### src/rtl/sevseg_pkg.sv
// Shared types, codes and tables for the seven-segment display link.
`timescale 1ns / 1ps

package sevseg_pkg;

   localparam int QUEUE_DEPTH = 2;

   // Widths of the request fields
   localparam int TYPE_W  = 2;
   localparam int NUM_W   = 14;
   localparam int POS_W   = 3;
   localparam int SEG_W   = 8;
   localparam int LEVEL_W = 3;

   localparam logic [LEVEL_W-1:0] LEVEL_RESET = 3'd7;

   // Request types
   localparam logic [TYPE_W-1:0] REQ_NUMBER = 2'd0;
   localparam logic [TYPE_W-1:0] REQ_DIGIT  = 2'd1;
   localparam logic [TYPE_W-1:0] REQ_BRIGHT = 2'd2;

   // Symbol kinds on the result channel
   localparam logic [1:0] SYM_START = 2'd0;
   localparam logic [1:0] SYM_DATA  = 2'd1;
   localparam logic [1:0] SYM_ACK   = 2'd2;
   localparam logic [1:0] SYM_STOP  = 2'd3;

   // Controller command bytes
   localparam logic [7:0] CMD_AUTO_ADDR   = 8'h40;
   localparam logic [7:0] CMD_FIXED_ADDR  = 8'h44;
   localparam logic [7:0] CMD_ADDR_BASE   = 8'hC0;
   localparam logic [7:0] CMD_BRIGHT_BASE = 8'h87;

   // Divide by 10 as (x * RECIP) >> RECIP_SHIFT, exact for x below 43699
   localparam logic [15:0] RECIP       = 16'd52429;
   localparam int          RECIP_SHIFT = 19;

   // Bytes carried by the second frame at most (address plus four digits)
   localparam int NUM_BYTES  = 5;
   localparam int BYTE_IDX_W = $clog2(NUM_BYTES);
   localparam int BYTE_CNT_W = $clog2(NUM_BYTES + 1);

   // One request, classified: optional one-byte first frame, then a second frame
   typedef struct packed {
      logic                                has_first;
      logic [7:0]                          first_byte;
      logic [BYTE_CNT_W-1:0]               n_bytes;
      logic [NUM_BYTES-1:0][7:0]           bytes;
   } job_type;

   function automatic logic [7:0] seg_of(input logic [3:0] digit);
      logic [7:0] seg;
      case (digit)
         4'd0:    seg = 8'h3F;
         4'd1:    seg = 8'h06;
         4'd2:    seg = 8'h5B;
         4'd3:    seg = 8'h4F;
         4'd4:    seg = 8'h66;
         4'd5:    seg = 8'h6D;
         4'd6:    seg = 8'h7D;
         4'd7:    seg = 8'h07;
         4'd8:    seg = 8'h7F;
         4'd9:    seg = 8'h6F;
         default: seg = 8'h00;
      endcase
      return seg;
   endfunction

endpackage

### src/rtl/sevseg_front.sv
// Front end: accepts requests, splits numbers into digits and builds frame jobs.
`timescale 1ns / 1ps

module sevseg_front (
   input  logic                                      clock,
   input  logic                                      reset,
   input  logic [sevseg_pkg::LEVEL_W-1:0]            level,
   input  logic                                      req_tvalid,
   output logic                                      req_tready,
   input  logic [31:0]                               req_tdata,
   input  logic [sevseg_pkg::TYPE_W-1:0]             req_tuser,
   output logic                                      job_valid,
   input  logic                                      job_ready,
   output sevseg_pkg::job_type                       job
);

   typedef enum logic [2:0] {
      ST_IDLE = 3'b001,
      ST_CONV = 3'b010,
      ST_PUSH = 3'b100
   } front_state_type;

   front_state_type                       state_ff, state_in;
   sevseg_pkg::job_type                   job_ff, job_in;
   logic [sevseg_pkg::NUM_W-1:0]          x_ff, x_in;
   logic [1:0]                            dcnt_ff, dcnt_in;

   logic                                  req_fire;
   logic [29:0]                           prod;
   logic [10:0]                           quot;
   logic [14:0]                           quot10;
   logic [3:0]                            rem;
   logic [sevseg_pkg::BYTE_IDX_W-1:0]     dig_idx;

   assign req_tready = (state_ff == ST_IDLE) || ((state_ff == ST_PUSH) && job_ready);
   assign req_fire   = req_tvalid && req_tready;
   assign job_valid  = (state_ff == ST_PUSH);
   assign job        = job_ff;

   // one decimal digit per cycle, least significant first
   assign prod    = 30'(x_ff) * 30'(sevseg_pkg::RECIP);
   assign quot    = prod[29:sevseg_pkg::RECIP_SHIFT];
   assign quot10  = ({4'b0, quot} << 3) + ({4'b0, quot} << 1);
   assign rem     = 4'(x_ff - quot10[13:0]);
   assign dig_idx = sevseg_pkg::BYTE_IDX_W'(sevseg_pkg::NUM_BYTES - 1)
                    - sevseg_pkg::BYTE_IDX_W'(dcnt_ff);

   always_comb begin
      state_in = state_ff;
      job_in   = job_ff;
      x_in     = x_ff;
      dcnt_in  = dcnt_ff;

      unique case (state_ff)
         ST_CONV: begin
            job_in.bytes[dig_idx] = sevseg_pkg::seg_of(rem);
            x_in    = sevseg_pkg::NUM_W'(quot);
            dcnt_in = dcnt_ff + 2'd1;
            if (dcnt_ff == 2'd3) begin
               state_in = ST_PUSH;
            end
         end
         ST_PUSH: begin
            if (job_ready) begin
               state_in = ST_IDLE;
            end
         end
         ST_IDLE: begin
            state_in = ST_IDLE;
         end
         default: begin
            state_in = ST_IDLE;
         end
      endcase

      if (req_fire) begin
         unique case (req_tuser)
            sevseg_pkg::REQ_NUMBER: begin
               job_in.has_first  = 1'b1;
               job_in.first_byte = sevseg_pkg::CMD_AUTO_ADDR;
               job_in.n_bytes    = sevseg_pkg::BYTE_CNT_W'(sevseg_pkg::NUM_BYTES);
               job_in.bytes      = '0;
               job_in.bytes[0]   = sevseg_pkg::CMD_ADDR_BASE;
               x_in              = req_tdata[sevseg_pkg::NUM_W-1:0];
               dcnt_in           = 2'd0;
               state_in          = ST_CONV;
            end
            sevseg_pkg::REQ_DIGIT: begin
               job_in.has_first  = 1'b1;
               job_in.first_byte = sevseg_pkg::CMD_FIXED_ADDR;
               job_in.n_bytes    = sevseg_pkg::BYTE_CNT_W'(2);
               job_in.bytes      = '0;
               job_in.bytes[0]   = sevseg_pkg::CMD_ADDR_BASE | {5'b0, req_tdata[16:14]};
               job_in.bytes[1]   = req_tdata[24:17];
               state_in          = ST_PUSH;
            end
            sevseg_pkg::REQ_BRIGHT: begin
               job_in.has_first  = 1'b0;
               job_in.first_byte = '0;
               job_in.n_bytes    = sevseg_pkg::BYTE_CNT_W'(1);
               job_in.bytes      = '0;
               job_in.bytes[0]   = sevseg_pkg::CMD_BRIGHT_BASE + {5'b0, level};
               state_in          = ST_PUSH;
            end
            default: begin
               // unknown request type: dropped, no symbols
               state_in = ST_IDLE;
            end
         endcase
      end
   end

   always_ff @(posedge clock) begin
      if (reset) begin
         state_ff <= ST_IDLE;
      end else begin
         state_ff <= state_in;
      end
   end

   always_ff @(posedge clock) begin
      job_ff  <= job_in;
      x_ff    <= x_in;
      dcnt_ff <= dcnt_in;
   end

endmodule

### src/rtl/sevseg_queue.sv
// Small job queue between the front end and the symbol sequencer.
`timescale 1ns / 1ps

module sevseg_queue #(
   parameter int DEPTH = sevseg_pkg::QUEUE_DEPTH
) (
   input  logic                 clock,
   input  logic                 reset,
   input  logic                 in_valid,
   output logic                 in_ready,
   input  sevseg_pkg::job_type  in_job,
   output logic                 out_valid,
   input  logic                 out_ready,
   output sevseg_pkg::job_type  out_job
);

   localparam int PTR_W = (DEPTH > 1) ? $clog2(DEPTH) : 1;
   localparam int CNT_W = $clog2(DEPTH + 1);

   sevseg_pkg::job_type  mem [DEPTH];
   logic [PTR_W-1:0]     wr_ptr_ff, wr_ptr_in;
   logic [PTR_W-1:0]     rd_ptr_ff, rd_ptr_in;
   logic [CNT_W-1:0]     count_ff, count_in;
   logic                 push, pop;

   assign in_ready  = (count_ff != CNT_W'(DEPTH));
   assign out_valid = (count_ff != '0);
   assign out_job   = mem[rd_ptr_ff];
   assign push      = in_valid && in_ready;
   assign pop       = out_valid && out_ready;

   always_comb begin
      wr_ptr_in = wr_ptr_ff;
      rd_ptr_in = rd_ptr_ff;
      count_in  = count_ff;
      if (push) begin
         wr_ptr_in = (wr_ptr_ff == PTR_W'(DEPTH - 1)) ? '0 : wr_ptr_ff + 1'b1;
      end
      if (pop) begin
         rd_ptr_in = (rd_ptr_ff == PTR_W'(DEPTH - 1)) ? '0 : rd_ptr_ff + 1'b1;
      end
      if (push && !pop) begin
         count_in = count_ff + 1'b1;
      end else if (pop && !push) begin
         count_in = count_ff - 1'b1;
      end
   end

   always_ff @(posedge clock) begin
      if (reset) begin
         wr_ptr_ff <= '0;
         rd_ptr_ff <= '0;
         count_ff  <= '0;
      end else begin
         wr_ptr_ff <= wr_ptr_in;
         rd_ptr_ff <= rd_ptr_in;
         count_ff  <= count_in;
      end
   end

   always_ff @(posedge clock) begin
      if (push) begin
         mem[wr_ptr_ff] <= in_job;
      end
   end

endmodule

### src/rtl/sevseg_back.sv
// Back end: walks a job and emits one bus symbol per cycle, unless stalled, into an output register.
`timescale 1ns / 1ps

module sevseg_back (
   input  logic                 clock,
   input  logic                 reset,
   input  logic                 job_valid,
   output logic                 job_ready,
   input  sevseg_pkg::job_type  job,
   output logic                 rsp_tvalid,
   input  logic                 rsp_tready,
   output logic [7:0]           rsp_tdata,
   output logic [1:0]           rsp_tuser,
   output logic                 rsp_tlast
);

   typedef enum logic [3:0] {
      SEQ_START = 4'b0001,
      SEQ_DATA  = 4'b0010,
      SEQ_ACK   = 4'b0100,
      SEQ_STOP  = 4'b1000
   } seq_state_type;

   seq_state_type                          seq_ff, seq_in;
   logic                                   busy_ff, busy_in;
   logic                                   first_ff, first_in;
   logic [2:0]                             bit_ff, bit_in;
   logic [sevseg_pkg::BYTE_IDX_W-1:0]      byte_ff, byte_in;
   sevseg_pkg::job_type                    job_ff, job_in;

   logic                                   out_valid_ff, out_valid_in;
   logic [1:0]                             out_kind_ff, out_kind_in;
   logic                                   out_bit_ff, out_bit_in;
   logic                                   out_last_ff, out_last_in;

   logic                                   adv;
   logic                                   last_sym;
   logic                                   load;
   logic [7:0]                             cur_byte;
   logic [1:0]                             sym_kind;
   logic                                   sym_bit;

   assign adv      = busy_ff && (!out_valid_ff || rsp_tready);
   assign last_sym = (seq_ff == SEQ_STOP) && !first_ff;
   // next job loads in the cycle its predecessor's final stop is registered
   assign load      = job_valid && (!busy_ff || (adv && last_sym));
   assign job_ready = load;
   assign cur_byte  = first_ff ? job_ff.first_byte : job_ff.bytes[byte_ff];

   always_comb begin
      unique case (seq_ff)
         SEQ_START: begin
            sym_kind = sevseg_pkg::SYM_START;
            sym_bit  = 1'b0;
         end
         SEQ_DATA: begin
            sym_kind = sevseg_pkg::SYM_DATA;
            sym_bit  = cur_byte[bit_ff];
         end
         SEQ_ACK: begin
            sym_kind = sevseg_pkg::SYM_ACK;
            sym_bit  = 1'b0;
         end
         SEQ_STOP: begin
            sym_kind = sevseg_pkg::SYM_STOP;
            sym_bit  = 1'b0;
         end
         default: begin
            sym_kind = sevseg_pkg::SYM_STOP;
            sym_bit  = 1'b0;
         end
      endcase
   end

   always_comb begin
      seq_in   = seq_ff;
      busy_in  = busy_ff;
      first_in = first_ff;
      bit_in   = bit_ff;
      byte_in  = byte_ff;
      job_in   = job_ff;

      if (adv) begin
         unique case (seq_ff)
            SEQ_START: begin
               seq_in  = SEQ_DATA;
               bit_in  = 3'd0;
               byte_in = '0;
            end
            SEQ_DATA: begin
               if (bit_ff == 3'd7) begin
                  seq_in = SEQ_ACK;
               end else begin
                  bit_in = bit_ff + 3'd1;
               end
            end
            SEQ_ACK: begin
               if (first_ff || (sevseg_pkg::BYTE_CNT_W'(byte_ff) + 1'b1 == job_ff.n_bytes)) begin
                  seq_in = SEQ_STOP;
               end else begin
                  byte_in = byte_ff + 1'b1;
                  bit_in  = 3'd0;
                  seq_in  = SEQ_DATA;
               end
            end
            SEQ_STOP: begin
               if (first_ff) begin
                  first_in = 1'b0;
                  seq_in   = SEQ_START;
               end else begin
                  busy_in = 1'b0;
               end
            end
            default: begin
               seq_in = SEQ_START;
            end
         endcase
      end

      if (load) begin
         job_in   = job;
         first_in = job.has_first;
         seq_in   = SEQ_START;
         bit_in   = 3'd0;
         byte_in  = '0;
         busy_in  = 1'b1;
      end
   end

   always_comb begin
      out_kind_in  = out_kind_ff;
      out_bit_in   = out_bit_ff;
      out_last_in  = out_last_ff;
      out_valid_in = out_valid_ff && !rsp_tready;
      if (adv) begin
         out_valid_in = 1'b1;
         out_kind_in  = sym_kind;
         out_bit_in   = sym_bit;
         out_last_in  = last_sym;
      end
   end

   always_ff @(posedge clock) begin
      if (reset) begin
         seq_ff       <= SEQ_START;
         busy_ff      <= 1'b0;
         first_ff     <= 1'b0;
         out_valid_ff <= 1'b0;
      end else begin
         seq_ff       <= seq_in;
         busy_ff      <= busy_in;
         first_ff     <= first_in;
         out_valid_ff <= out_valid_in;
      end
   end

   always_ff @(posedge clock) begin
      bit_ff      <= bit_in;
      byte_ff     <= byte_in;
      job_ff      <= job_in;
      out_kind_ff <= out_kind_in;
      out_bit_ff  <= out_bit_in;
      out_last_ff <= out_last_in;
   end

   assign rsp_tvalid = out_valid_ff;
   assign rsp_tdata  = {7'b0, out_bit_ff};
   assign rsp_tuser  = out_kind_ff;
   assign rsp_tlast  = out_last_ff;

endmodule

### src/rtl/seven_segment_display_link_top.sv
// Top level of the seven-segment display link symbol generator.
// Usage:
//  - req channel takes one display request per word: show a number, set one
//    digit's raw segments, or send the brightness command.
//  - rsp channel gives one bus symbol per word (start, data bit, ack slot,
//    stop); tlast marks the final stop of a request.
//  - csr_we writes the brightness level, taken by later brightness requests.
//  - A number request yields 58 symbols, a digit request 31, a brightness
//    request 11; the sequencer emits one symbol per cycle unless the
//    output is stalled. Back-to-back requests follow each other with no
//    gap.
//  - Requests pass the front, queue and sequencer job registers to the
//    output; numbers first take four divide-by-ten steps, one per cycle.
//  - A two-entry job queue lets the front accept further requests while the
//    sequencer is busy; req_tready drops once the queue and front are full.
//  - When rsp_tready is low the output word holds and the sequencer pauses.
//  - Reset empties the queue, idles both ends and sets brightness to 7.
//  - Request type 3 is accepted and produces no symbols.
`timescale 1ns / 1ps

module seven_segment_display_link_top #(
   parameter int QUEUE_DEPTH = sevseg_pkg::QUEUE_DEPTH
) (
   input  logic        clock,
   input  logic        reset,
   input  logic        csr_we,
   input  logic [2:0]  csr_wdata,   // brightness_level
   input  logic        req_tvalid,
   output logic        req_tready,
   // [13:0] number_value, [16:14] digit_position, [24:17] segment_bits
   input  logic [31:0] req_tdata,
   input  logic [1:0]  req_tuser,   // req_type
   output logic        rsp_tvalid,
   input  logic        rsp_tready,
   output logic [7:0]  rsp_tdata,   // [0] bit_value
   output logic [1:0]  rsp_tuser,   // symbol_kind
   output logic        rsp_tlast    // last_symbol
);

   logic [sevseg_pkg::LEVEL_W-1:0] level_ff, level_in;

   logic                 f_valid, f_ready;
   sevseg_pkg::job_type  f_job;
   logic                 b_valid, b_ready;
   sevseg_pkg::job_type  b_job;

   assign level_in = csr_we ? csr_wdata : level_ff;

   always_ff @(posedge clock) begin
      if (reset) begin
         level_ff <= sevseg_pkg::LEVEL_RESET;
      end else begin
         level_ff <= level_in;
      end
   end

   sevseg_front u_front (
      .clock      (clock),
      .reset      (reset),
      .level      (level_ff),
      .req_tvalid (req_tvalid),
      .req_tready (req_tready),
      .req_tdata  (req_tdata),
      .req_tuser  (req_tuser),
      .job_valid  (f_valid),
      .job_ready  (f_ready),
      .job        (f_job)
   );

   sevseg_queue #(
      .DEPTH (QUEUE_DEPTH)
   ) u_queue (
      .clock     (clock),
      .reset     (reset),
      .in_valid  (f_valid),
      .in_ready  (f_ready),
      .in_job    (f_job),
      .out_valid (b_valid),
      .out_ready (b_ready),
      .out_job   (b_job)
   );

   sevseg_back u_back (
      .clock      (clock),
      .reset      (reset),
      .job_valid  (b_valid),
      .job_ready  (b_ready),
      .job        (b_job),
      .rsp_tvalid (rsp_tvalid),
      .rsp_tready (rsp_tready),
      .rsp_tdata  (rsp_tdata),
      .rsp_tuser  (rsp_tuser),
      .rsp_tlast  (rsp_tlast)
   );

endmodule

### config.mk
export PLATFORM = sky130hd
export DESIGN_NAME = seven_segment_display_link_top
export DESIGN_NICKNAME = d
export VERILOG_FILES = /design/src/rtl/sevseg_pkg.sv /design/src/rtl/sevseg_front.sv /design/src/rtl/sevseg_queue.sv /design/src/rtl/sevseg_back.sv /design/src/rtl/seven_segment_display_link_top.sv
export SDC_FILE = /design/constraint.sdc
export NUM_CORES = 1
export LEC_CHECK = 0
export BUFFER_PORTS_ARGS = -buffer_cell sky130_fd_sc_hd__buf_4
export CORE_AREA = 2 2 149 151
export DETAILED_ROUTE_END_ITERATION = 10
export DIE_AREA = 0 0 151 153
export GPL_TIMING_DRIVEN = 0
export PLACE_DENSITY = 0.74
export SYNTH_ARGS = -nofsm -noshare
export SYNTH_HDL_FRONTEND = slang
export SYNTH_SLANG_ARGS = --single-unit
### constraint.sdc
create_clock -name clock -period 12.8 [get_ports clock]
set_input_delay 1.28 -clock clock [delete_from_list [all_inputs] [get_ports clock]]
set_output_delay 1.28 -clock clock [all_outputs]
set_load 0.01 [all_outputs]
==> flow_metrics.py, run 1 <==
metrics = {
    "status": {
        "status": "finished clean",
    },
    "synthesis": {
        "synthTopCellsByArea": "edfxtp_1 35%, dfxtp_1 13%, ha_1 13%, fa_1 9.0%, mux2_2 4.2%",
        "synth-simple-area-share_pct": 7.62,
        "ys_warn_count": 0,
        "synth_top_family_by_area": "adder cells",
        "synth_compound_area_share_pct": 7.86,
        "synth_area_per_cell_um2": 12.3,
        "syn_area_um2": 12100,
        "ys_seq_area_share_pct": 48.1,
        "yosys-top-cells-count": "140 x edfxtp_1, 125 x ha_1, 103 x inv_1",
        "synth.most_common_cell": "edfxtp_1",
        "async_reset_ff_share_pct": 0,
        "synth_edf_count": 140,
        "synthMuxAreaShare_pct": 7.29,
        "synth_cells": 982,
        "synth_xor_area_share_pct": 2.43,
        "yosys_most_used_dff": "edfxtp_1",
        "ys_seq_elements": 220,
        "synth_top_area_cell": "edfxtp_1",
        "synthAdderAreaFrac_pct": 21.9,
        "synth_top_area_share_pct": 34.9,
        "yosysUniqueCellTypes": 65,
    },
    "setup_path": {
        "cp_slowest_cell": "mux2i_1",
        "endpoint": "u_front.job[13]$_DFF_P_",
        "end_kind": "register",
        "required_ns": 13.16,
        "cp_num_buf_inv": 4,
        "crit_family": "adder cells",
        "cp.depth": 23,
        "critical_path_class": "reg2reg",
        "worstPathArrival_ns": 7.64,
        "start_kind": "register",
        "r2r-end": "u_front.job[13]$_DFF_P_",
        "crit_top_cell": "fa_1",
        "r2r_setup_slack_ns": 5.52,
        "crit_chain": "inv_1 -> ha_1 -> fa_1 -> fa_1 -> fa_1 -> inv_1 -> fa_1 -> inv_1 -> fa_1 -> inv_1 -> ha_1 -> a21o_1 -> a31oi_1 -> nand4_1 -> a31oi_1 -> xnor2_1 -> ha_1 -> and2_1 -> nor2b_1 -> mux2_2 -> xnor2_4 -> mux2i_1 -> o211ai_1",
        "timing.rr.start": "u_front.x_ff[12]$_DFF_P_",
        "cp_max_fo": 9,
        "max_stage_delay_ns": 0.73,
        "crit_start": "u_front.x_ff[12]$_DFF_P_",
        "ff2ff_path_depth": 23,
    },
    "final_layout": {
        "multi_input_area_um2": 5720,
        "area_delta_synth_final_pct": 12.1,
        "nets": 1280,
        "final_layout_size_suffix_gt1_share_pct": 14.6,
        "nFillCells": 1643,
        "ff_latch_area_um2": 5810,
        "num_antenna_cells": 0,
    },
    "sta": {
        "tns_ns": 0,
        "slew_viol_final": 0,
        "maxSlewHeadroom_pct": 40.4,
        "grt_setup_unrepaired": "no",
        "fmax_mhz": 137,
        "setup_viol": 0,
        "tightestPinTransition_ns": 0.872,
        "min_period_over_period_pct": 56.9,
        "layout_setup_ws_ns": 5.52,
        "hold_viol_final": 0,
        "period_minus_slack_ns": 7.28,
        "fin_skew_ns": 0.0194,
    },
    "routing": {
        "via_per_inst": 5.58,
        "drtAntennaViolNets": 0,
        "finalWirelength_mm": 24.9,
        "first_iter_violations": 527,
        "vias": 7562,
        "first_pass_iters": 5,
        "wire_per_inst_um": 18.4,
        "drc": 0,
    },
    "clocking": {
        "cts_hold_buf": 0,
        "cts_root_buf": "clkbuf_16",
        "clk_path_buf_depth": 3,
        "ctsResizeCount": 0,
        "clock_latency_ns": 0.51,
        "htree_levels": 1,
        "cts_buffers": 21,
        "cts.clk_slew.worst_paths_ns": 0.07,
        "cts_setup_buffers": 0,
        "numClockSinks": 220,
        "cts_tree": "done",
    },
    "floorplanning": {
        "die_y_um": 153,
        "rows": 54,
        "die_area_um2": 23100,
        "io_pins": 55,
        "start_util_pct": 56.1,
        "design.core.area_um2": 21500,
        "die_w_um": 151,
    },
    "global_routing": {
        "antenna_found_initial": 0,
        "grt_pass1_vias": 7858,
        "grt_pass1_wl_mm": 39.8,
        "grt_use_total_pct": 22.2,
        "grt_max_degree": 33,
        "overflow": 0,
    },
    "placement": {
        "gp_congestion": 0.866,
        "pre_cts_ws_ns": 5.59,
        "hpwl_mm": 19.0,
        "io_buffer_count": 40,
    },
    "job": {
        "drv_cap": 0,
    },
    "worst_hold_path": {
        "hold_path_class": "reg2reg",
    },
}
-- how the worst min path moves through the flow --
stage | endpoint | slack (ns) | depth (start not counted) | from
6_report | u_queue.mem[0][37]$_DFFE_PP_ | 0.44 | 0 | u_front.job[37]$_DFF_P_
2_1_floorplan | u_queue.mem[0][23]$_DFFE_PP_ | 0.42 | 0 | u_front.job[23]$_DFF_P_
4_1_cts | u_queue.mem[0][37]$_DFFE_PP_ | 0.44 | 0 | u_front.job[37]$_DFF_P_
3_5_place_dp | u_queue.mem[1][5]$_DFFE_PP_ | 0.43 | 0 | u_front.job[5]$_DFF_P_
5_1_grt | u_queue.mem[0][37]$_DFFE_PP_ | 0.45 | 0 | u_front.job[37]$_DFF_P_
3_3_place_gp | u_queue.mem[0][40]$_DFFE_PP_ | 0.42 | 0 | u_front.job[40]$_DFFE_PP_
-- state kept, by name, summed over array words and instances (netlist names), 4 cells and up, named ones only --
name	cells
u_queue.mem	88
u_front.x_ff	14
u_back.job_ff	44
u_front.job	44
u_back.seq_ff	4
-- layer usage --
metal,up-vias,global-route usage (%),wire length (um)
met2,178,38.4,12500
met4,0,7.08,738
met5,-,0,0
met1,3688,28.7,10300
met3,56,3.40,1280
li1,3640,-,-
-- area by class of cell --
type	count	area share, %
plain buffers	40	1.34
well taps	280	2.59
clock inverters	12	1.04
flip-flops and latches	220	43.0
clock buffers	26	4.03
repair buffers	48	2.88
multi-input cells	625	42.3
inverters	103	2.86
-- kinds of logic (layout without fill, tap and decap cells) --
kind of cell               Yosys count  count (layout)
AOI/OAI and AO/OA                  153             153
adders and majority gates          179             179
muxes                               71              71
DFF                                220             220
buffers and inverters              143             229
other                                1               7
and+or+nand+nor                    187             187
xor gates and xnor gates            28              28
-- placed cells by master (no fill, tap or decap), types with 7 or more instances in the layout --
master / n
a21oi_1: 42
clkbuf_1: 31
inv_1: 103
nor3_1: 13
o211ai_1: 12
and2_1: 10
xor2_1: 8
conb_1: 7
mux4_2: 9
nor2_1: 47
and3_1: 8
a31oi_1: 17
nand2_1: 46
nand3_1: 22
fa_1: 54
edfxtp_1: 140
o21ai_0: 40
mux2_2: 45
dfxtp_1: 80
buf_4: 53
mux2i_1: 17
ha_1: 125
xnor2_1: 17
or3_1: 8
clkbuf_16: 21
-- stage by stage --
stage / cell area (um2) / utilization [%] / instances / hold WS, ns
after floorplan: 12100 / - / 988 / 0.417
after global placement: 12700 / 59.3 / 1308 / 0.422
after detailed placement: 12800 / 59.7 / 1316 / 0.434
after CTS: 13500 / 62.9 / 1354 / 0.436
after global routing: 13500 / 62.9 / 1354 / 0.449
final: 13500 / 62.9 / 1354 / 0.440
Power of run 1 is not shown: default switching activity piles up to over one toggle a cycle in this logic, so the estimate is an artifact.
==> inputs of run 2 (changes only) <==
- ABC_AREA: unset -> 1
- CORE_AREA: 2 2 149 151 -> 2 2 154 156
- DIE_AREA: 0 0 151 153 -> 0 0 156 158
- clock period: 12.8 -> 7 ns (I/O delays scaled with it)
==> flow_metrics.py, run 2 <==
metrics = {
    "sta": {
        "tightestPinTransition_ns": 1.11,
        "hold_viol_final": 0,
        "grt_setup_unrepaired": "no",
        "period_minus_slack_ns": 6.57,
        "tns_ns": 0,
        "setup_viol": 0,
        "hold_slack_ns": 0.385,
        "min_period_over_period_pct": 93.9,
        "slew_viol_final": 0,
        "fin_skew_ns": 0.0204,
        "layout_setup_ws_ns": 0.425,
        "maxSlewHeadroom_pct": 26.3,
        "fmax_mhz": 152,
    },
    "synthesis": {
        "synth_top_family_by_area": "adder cells",
        "synthAdderAreaFrac_pct": 20.5,
        "synth_top_area_share_pct": 32.6,
        "synth-simple-area-share_pct": 12.5,
        "synth.most_common_cell": "inv_1",
        "yosys_most_used_dff": "edfxtp_1",
        "synth_edf_count": 140,
        "async_reset_ff_share_pct": 0,
        "ys_warn_count": 0,
        "ys_seq_area_share_pct": 45.1,
        "synth_xor_area_share_pct": 0.816,
        "synth_area_per_cell_um2": 10.2,
        "synth_top_area_cell": "edfxtp_1",
        "yosysUniqueCellTypes": 53,
        "synth_compound_area_share_pct": 9.55,
        "synth_cells": 1269,
        "yosys-top-cells-count": "211 x inv_1, 176 x nand2_1, 140 x edfxtp_1",
        "synthMuxAreaShare_pct": 3.85,
        "syn_area_um2": 12900,
        "ys_seq_elements": 220,
        "synthTopCellsByArea": "edfxtp_1 33%, dfxtp_1 12%, ha_1 12%, fa_1 8.4%, inv_1 6.1%",
    },
    "setup_path": {
        "start_kind": "register",
        "crit_start": "u_front.x_ff[8]$_DFF_P_",
        "worstPathArrival_ns": 7.03,
        "critical_path_class": "reg2reg",
        "cp_max_fo": 7,
        "cp_slowest_cell": "dfxtp_1",
        "required_ns": 7.45,
        "timing.rr.start": "u_front.x_ff[8]$_DFF_P_",
        "max_stage_delay_ns": 0.55,
        "end_kind": "register",
    },
    "clocking": {
        "cts_root_buf": "clkbuf_16",
        "cts.clk_slew.worst_paths_ns": 0.06,
        "cts_tree": "done",
        "htree_levels": 1,
        "cts_buffers": 24,
        "clock_latency_ns": 0.52,
        "numClockSinks": 220,
        "clk_path_buf_depth": 3,
        "cts_setup_buffers": 0,
    },
    "global_routing": {
        "grt_pass1_wl_mm": 46.6,
        "grt_pass1_vias": 9114,
        "overflow": 0,
        "grt_use_total_pct": 24.3,
        "antenna_found_initial": 0,
        "grt_max_degree": 54,
    },
    "worst_hold_path": {
        "hold_path_class": "in2reg",
        "hp-start": "req_tdata[11]",
    },
    "final_layout": {
        "multi_input_area_um2": 6140,
        "area_delta_synth_final_pct": 11.9,
        "nFillCells": 1824,
        "final_layout_size_suffix_gt1_share_pct": 14.2,
        "ff_latch_area_um2": 5810,
        "layout_common_cells": "211 x inv_1, 176 x nand2_1, 140 x edfxtp_1",
        "num_antenna_cells": 0,
        "nets": 1563,
        "largest_reg_flops": 88,
        "final_common_cell": "inv_1",
        "regMostFlops": "u_queue.mem",
    },
    "floorplanning": {
        "die_y_um": 158,
        "die_w_um": 156,
        "design.core.area_um2": 23100,
        "die_area_um2": 24600,
        "start_util_pct": 55.9,
        "io_pins": 55,
        "rows": 56,
    },
    "routing": {
        "vias": 8936,
        "drtAntennaViolNets": 0,
        "drc": 0,
        "first_pass_iters": 5,
        "via_per_inst": 5.42,
        "first_iter_violations": 569,
        "wire_per_inst_um": 17.2,
        "finalWirelength_mm": 28.4,
    },
    "job": {
        "drv_cap": 0,
    },
    "status": {
        "status": "finished clean",
    },
    "placement": {
        "pre_cts_ws_ns": 0.424,
        "hpwl_mm": 21.6,
        "gp_congestion": 0.929,
        "io_buffer_count": 39,
    },
}
run 2: cell types whose count changed after synthesis, sizes merged, moves of 33 or more:
cell	before	now
nor2	47	88
nand3	22	59
o21ai	40	73
nand2	46	193
inv	103	214
run 2: worst paths after layout:
| path | to | slack, ns | depth (start not counted) |
|---|---|---|---|
| setup / recovery | u_front.job[0]$_DFF_P_ | 0.43 | 29 |
| hold reg to reg | u_queue.mem[1][32]$_DFFE_PP_ | 0.45 | 0 |
| hold / removal | u_front.x_ff[11]$_DFF_P_ | 0.39 | 3 |
| setup reg to reg | u_front.job[0]$_DFF_P_ | 0.43 | 29 |
run 2: repair_timing:
action                                  in CTS  in global routing
hold endpoints to repair                     0                  0
endpoints found under the setup margin       0                  4
hold buffers                                 0                  0
gates resized for setup                      0                  3
run 2: area by class of cell:
class,count,area share [%]
Timing Repair Buffer,41,2.31
Multi-Input combinational cell,807,42.6
Sequential cell,220,40.3
Clock buffer,33,4.55
Buffer,33,1.25
Clock inverter,11,0.955
Inverter,215,5.60
Tap cell,290,2.52
run 2: kinds of logic after synthesis:
group	count (synthesis)
mux	44
xor+xnor	12
buf+inv	248
flops	220
simple gates	363
fa+ha+maj	179
other cells	1
compound gates	202
run 2: per-stage QoR:
step                      area, um2  instances  util (%)
after floorplan               12900       1275         -
after global placement        13600       1604      58.8
after detailed placement      13600       1606      59.1
after global routing          14400       1650      62.5
final                         14400       1650      62.5
after CTS                     14400       1650      62.5
run 2: routing by layer:
| layer | part of all wire (%) | wire length (um) | GRT usage, % | up-vias |
|---|---|---|---|---|
| met5 | 0 | 0 | 0 | - |
| met4 | 3.6 | 1020 | 9.52 | 0 |
| met3 | 4.1 | 1160 | 2.55 | 67 |
| met2 | 50 | 14100 | 43.3 | 235 |
| met1 | 43 | 12200 | 30.6 | 4257 |
| li1 | - | - | - | 4377 |
run 2: critical path, delay by kind of cell (launching register included):
kind / cells / cell delay (ns)
compound gates: 2 / 0.23
fa+ha+maj: 8 / 3.45
buf+inv: 6 / 0.39
flops: 1 / 0.55
simple gates: 13 / 1.86
Power of run 2 is left out for the same reason.
==> inputs of run 3 (changes only) <==
- CORE_AREA: 2 2 154 156 -> 2 2 218 156
- DIE_AREA: 0 0 156 158 -> 0 0 220 158
- PLACE_DENSITY: 0.74 -> unset
==> flow_metrics.py, run 3 (synthesis results as in run 2) <==
metrics = {
    "routing": {
        "drc": 0,
        "finalWirelength_mm": 31.4,
        "first_pass_iters": 5,
        "wire_per_inst_um": 17.5,
        "vias": 8973,
        "first_iter_violations": 834,
        "drtAntennaViolNets": 0,
        "via_per_inst": 5.00,
    },
    "setup_path": {
        "endpoint": "u_front.job[0]$_DFF_P_",
        "timing.rr.start": "u_front.x_ff[12]$_DFF_P_",
        "start_kind": "register",
        "worstPathArrival_ns": 7.02,
        "crit_start": "u_front.x_ff[12]$_DFF_P_",
        "required_ns": 7.45,
        "r2r_setup_slack_ns": 0.43,
        "cp_max_fo": 7,
        "critical_path_class": "reg2reg",
        "ff2ff_path_depth": 27,
        "end_kind": "register",
        "r2r-end": "u_front.job[0]$_DFF_P_",
    },
    "sta": {
        "period_minus_slack_ns": 6.57,
        "hold_viol_final": 0,
        "tns_ns": 0,
        "fin_skew_ns": 0.0150,
        "tightestPinTransition_ns": 1.20,
        "maxSlewHeadroom_pct": 19.9,
        "grt_setup_unrepaired": "no",
        "min_period_over_period_pct": 93.9,
        "slew_viol_final": 0,
        "setup_viol": 0,
        "fmax_mhz": 152,
    },
    "floorplanning": {
        "die_w_um": 220,
        "io_pins": 55,
        "start_util_pct": 39.3,
        "design.core.area_um2": 32800,
        "die_area_um2": 34800,
        "rows": 56,
        "die_y_um": 158,
    },
    "final_layout": {
        "multi_input_area_um2": 6130,
        "num_antenna_cells": 0,
        "layout_common_cells": "211 x inv_1, 176 x nand2_1, 140 x edfxtp_1",
        "regMostFlops": "u_queue.mem",
        "final_common_cell": "inv_1",
        "final_layout_size_suffix_gt1_share_pct": 14.6,
        "ff_latch_area_um2": 5810,
        "nets": 1563,
        "largest_reg_flops": 88,
        "nFillCells": 3142,
        "area_delta_synth_final_pct": 14.0,
    },
    "status": {
        "status": "finished clean",
    },
    "clocking": {
        "cts_root_buf": "clkbuf_16",
        "cts_buffers": 24,
        "clk_path_buf_depth": 3,
        "numClockSinks": 220,
        "cts.clk_slew.worst_paths_ns": 0.07,
        "clock_latency_ns": 0.54,
        "cts_tree": "done",
        "htree_levels": 1,
        "cts_hold_buf": 0,
    },
    "global_routing": {
        "overflow": 0,
        "busiest_layer": "met1",
        "met2_usage_pct": 26.3,
        "grt_pass1_vias": 8702,
        "grt_pass1_wl_mm": 49.2,
        "antenna_found_initial": 0,
        "grt_use_met3_pct": 3.65,
        "grt_use_total_pct": 18.7,
        "use_met1_pct": 29.4,
        "grt_max_degree": 54,
    },
    "placement": {
        "io_buffer_count": 39,
        "hpwl_mm": 23.9,
        "gp_congestion": 0.899,
    },
    "job": {
        "drv_cap": 0,
    },
    "worst_hold_path": {
        "hold_path_class": "in2reg",
    },
}
==> run 3: cell count changes in the layout (fill, tap and decap cells not counted), moves of 2 or more <==
cell       change
bufinv_16      +2
clkbuf_1       -5
clkbuf_8       +4
clkinv_1       -3
==> run 3: worst min-delay path by stage <==
stage                              endpoint  slack (ns)  depth (start not counted)                       from
2_1_floorplan  u_queue.mem[0][12]$_DFFE_PP_        0.42                          0    u_front.job[12]$_DFF_P_
3_3_place_gp   u_queue.mem[0][45]$_DFFE_PP_        0.42                          0  u_front.job[41]$_DFFE_PP_
3_5_place_dp   u_queue.mem[1][49]$_DFFE_PP_        0.43                          0  u_front.job[49]$_DFFE_PP_
4_1_cts            u_front.x_ff[12]$_DFF_P_        0.36                          3              req_tdata[12]
5_1_grt            u_front.x_ff[12]$_DFF_P_        0.39                          3              req_tdata[12]
6_report           u_front.x_ff[12]$_DFF_P_        0.38                          3              req_tdata[12]
==> run 3: through the flow <==
stage               cells  hold slack, ns  area, um2  util [%]  setup WS, ns
floorplan            1275           0.420      12900         -          1.09
global placement     1749           0.423      13700      41.9         0.417
detailed placement   1751           0.432      13800      42.1         0.392
CTS                  1795           0.362      14700      44.8         0.346
global route         1795           0.387      14700      44.8       0.00597
finish               1795           0.376      14700      44.8         0.426
==> run 3: critical path, cell delays in order, from the launching register on <==
cell	delay, ns
dfxtp_1	0.41
inv_1	0.08
ha_1	0.34
fa_2	0.66
fa_1	0.46
fa_1	0.54
inv_1	0.06
fa_1	0.50
inv_1	0.06
fa_1	0.50
inv_1	0.04
ha_1	0.33
nand2_1	0.08
nor3_1	0.27
nand4_1	0.12
nand3_1	0.15
xor2_1	0.27
ha_1	0.19
inv_1	0.05
or2_2	0.26
nand2_1	0.17
inv_1	0.09
or2_2	0.29
o21ai_0	0.10
nand2_2	0.08
nand2_2	0.19
nand2_1	0.08
a21oi_1	0.14
==> run 3: repair_timing <==
item                                   CTS  global route
resized for setup                        0             1
buffers inserted                         0             0
endpoints found under the hold margin    0             0
setup endpoints to repair                0             3
==> run 3: area by class of cell <==
class                           count  area share [%]
Clock buffer                       31            4.54
Clock inverter                     13            1.48
Timing Repair Buffer               41            2.27
Inverter                          215            5.50
Multi-Input combinational cell    807            41.7
Tap cell                          435            3.71
Sequential cell                   220            39.5
Buffer                             33            1.23
==> run 3: layer usage <==
layer  share of wire [%]  vias up
met4                 1.4        0
met2                  39      277
met5                   0        -
met3                 7.6       31
met1                  52     4292
li1                    -     4373
Power of run 3 is left out for the same reason.
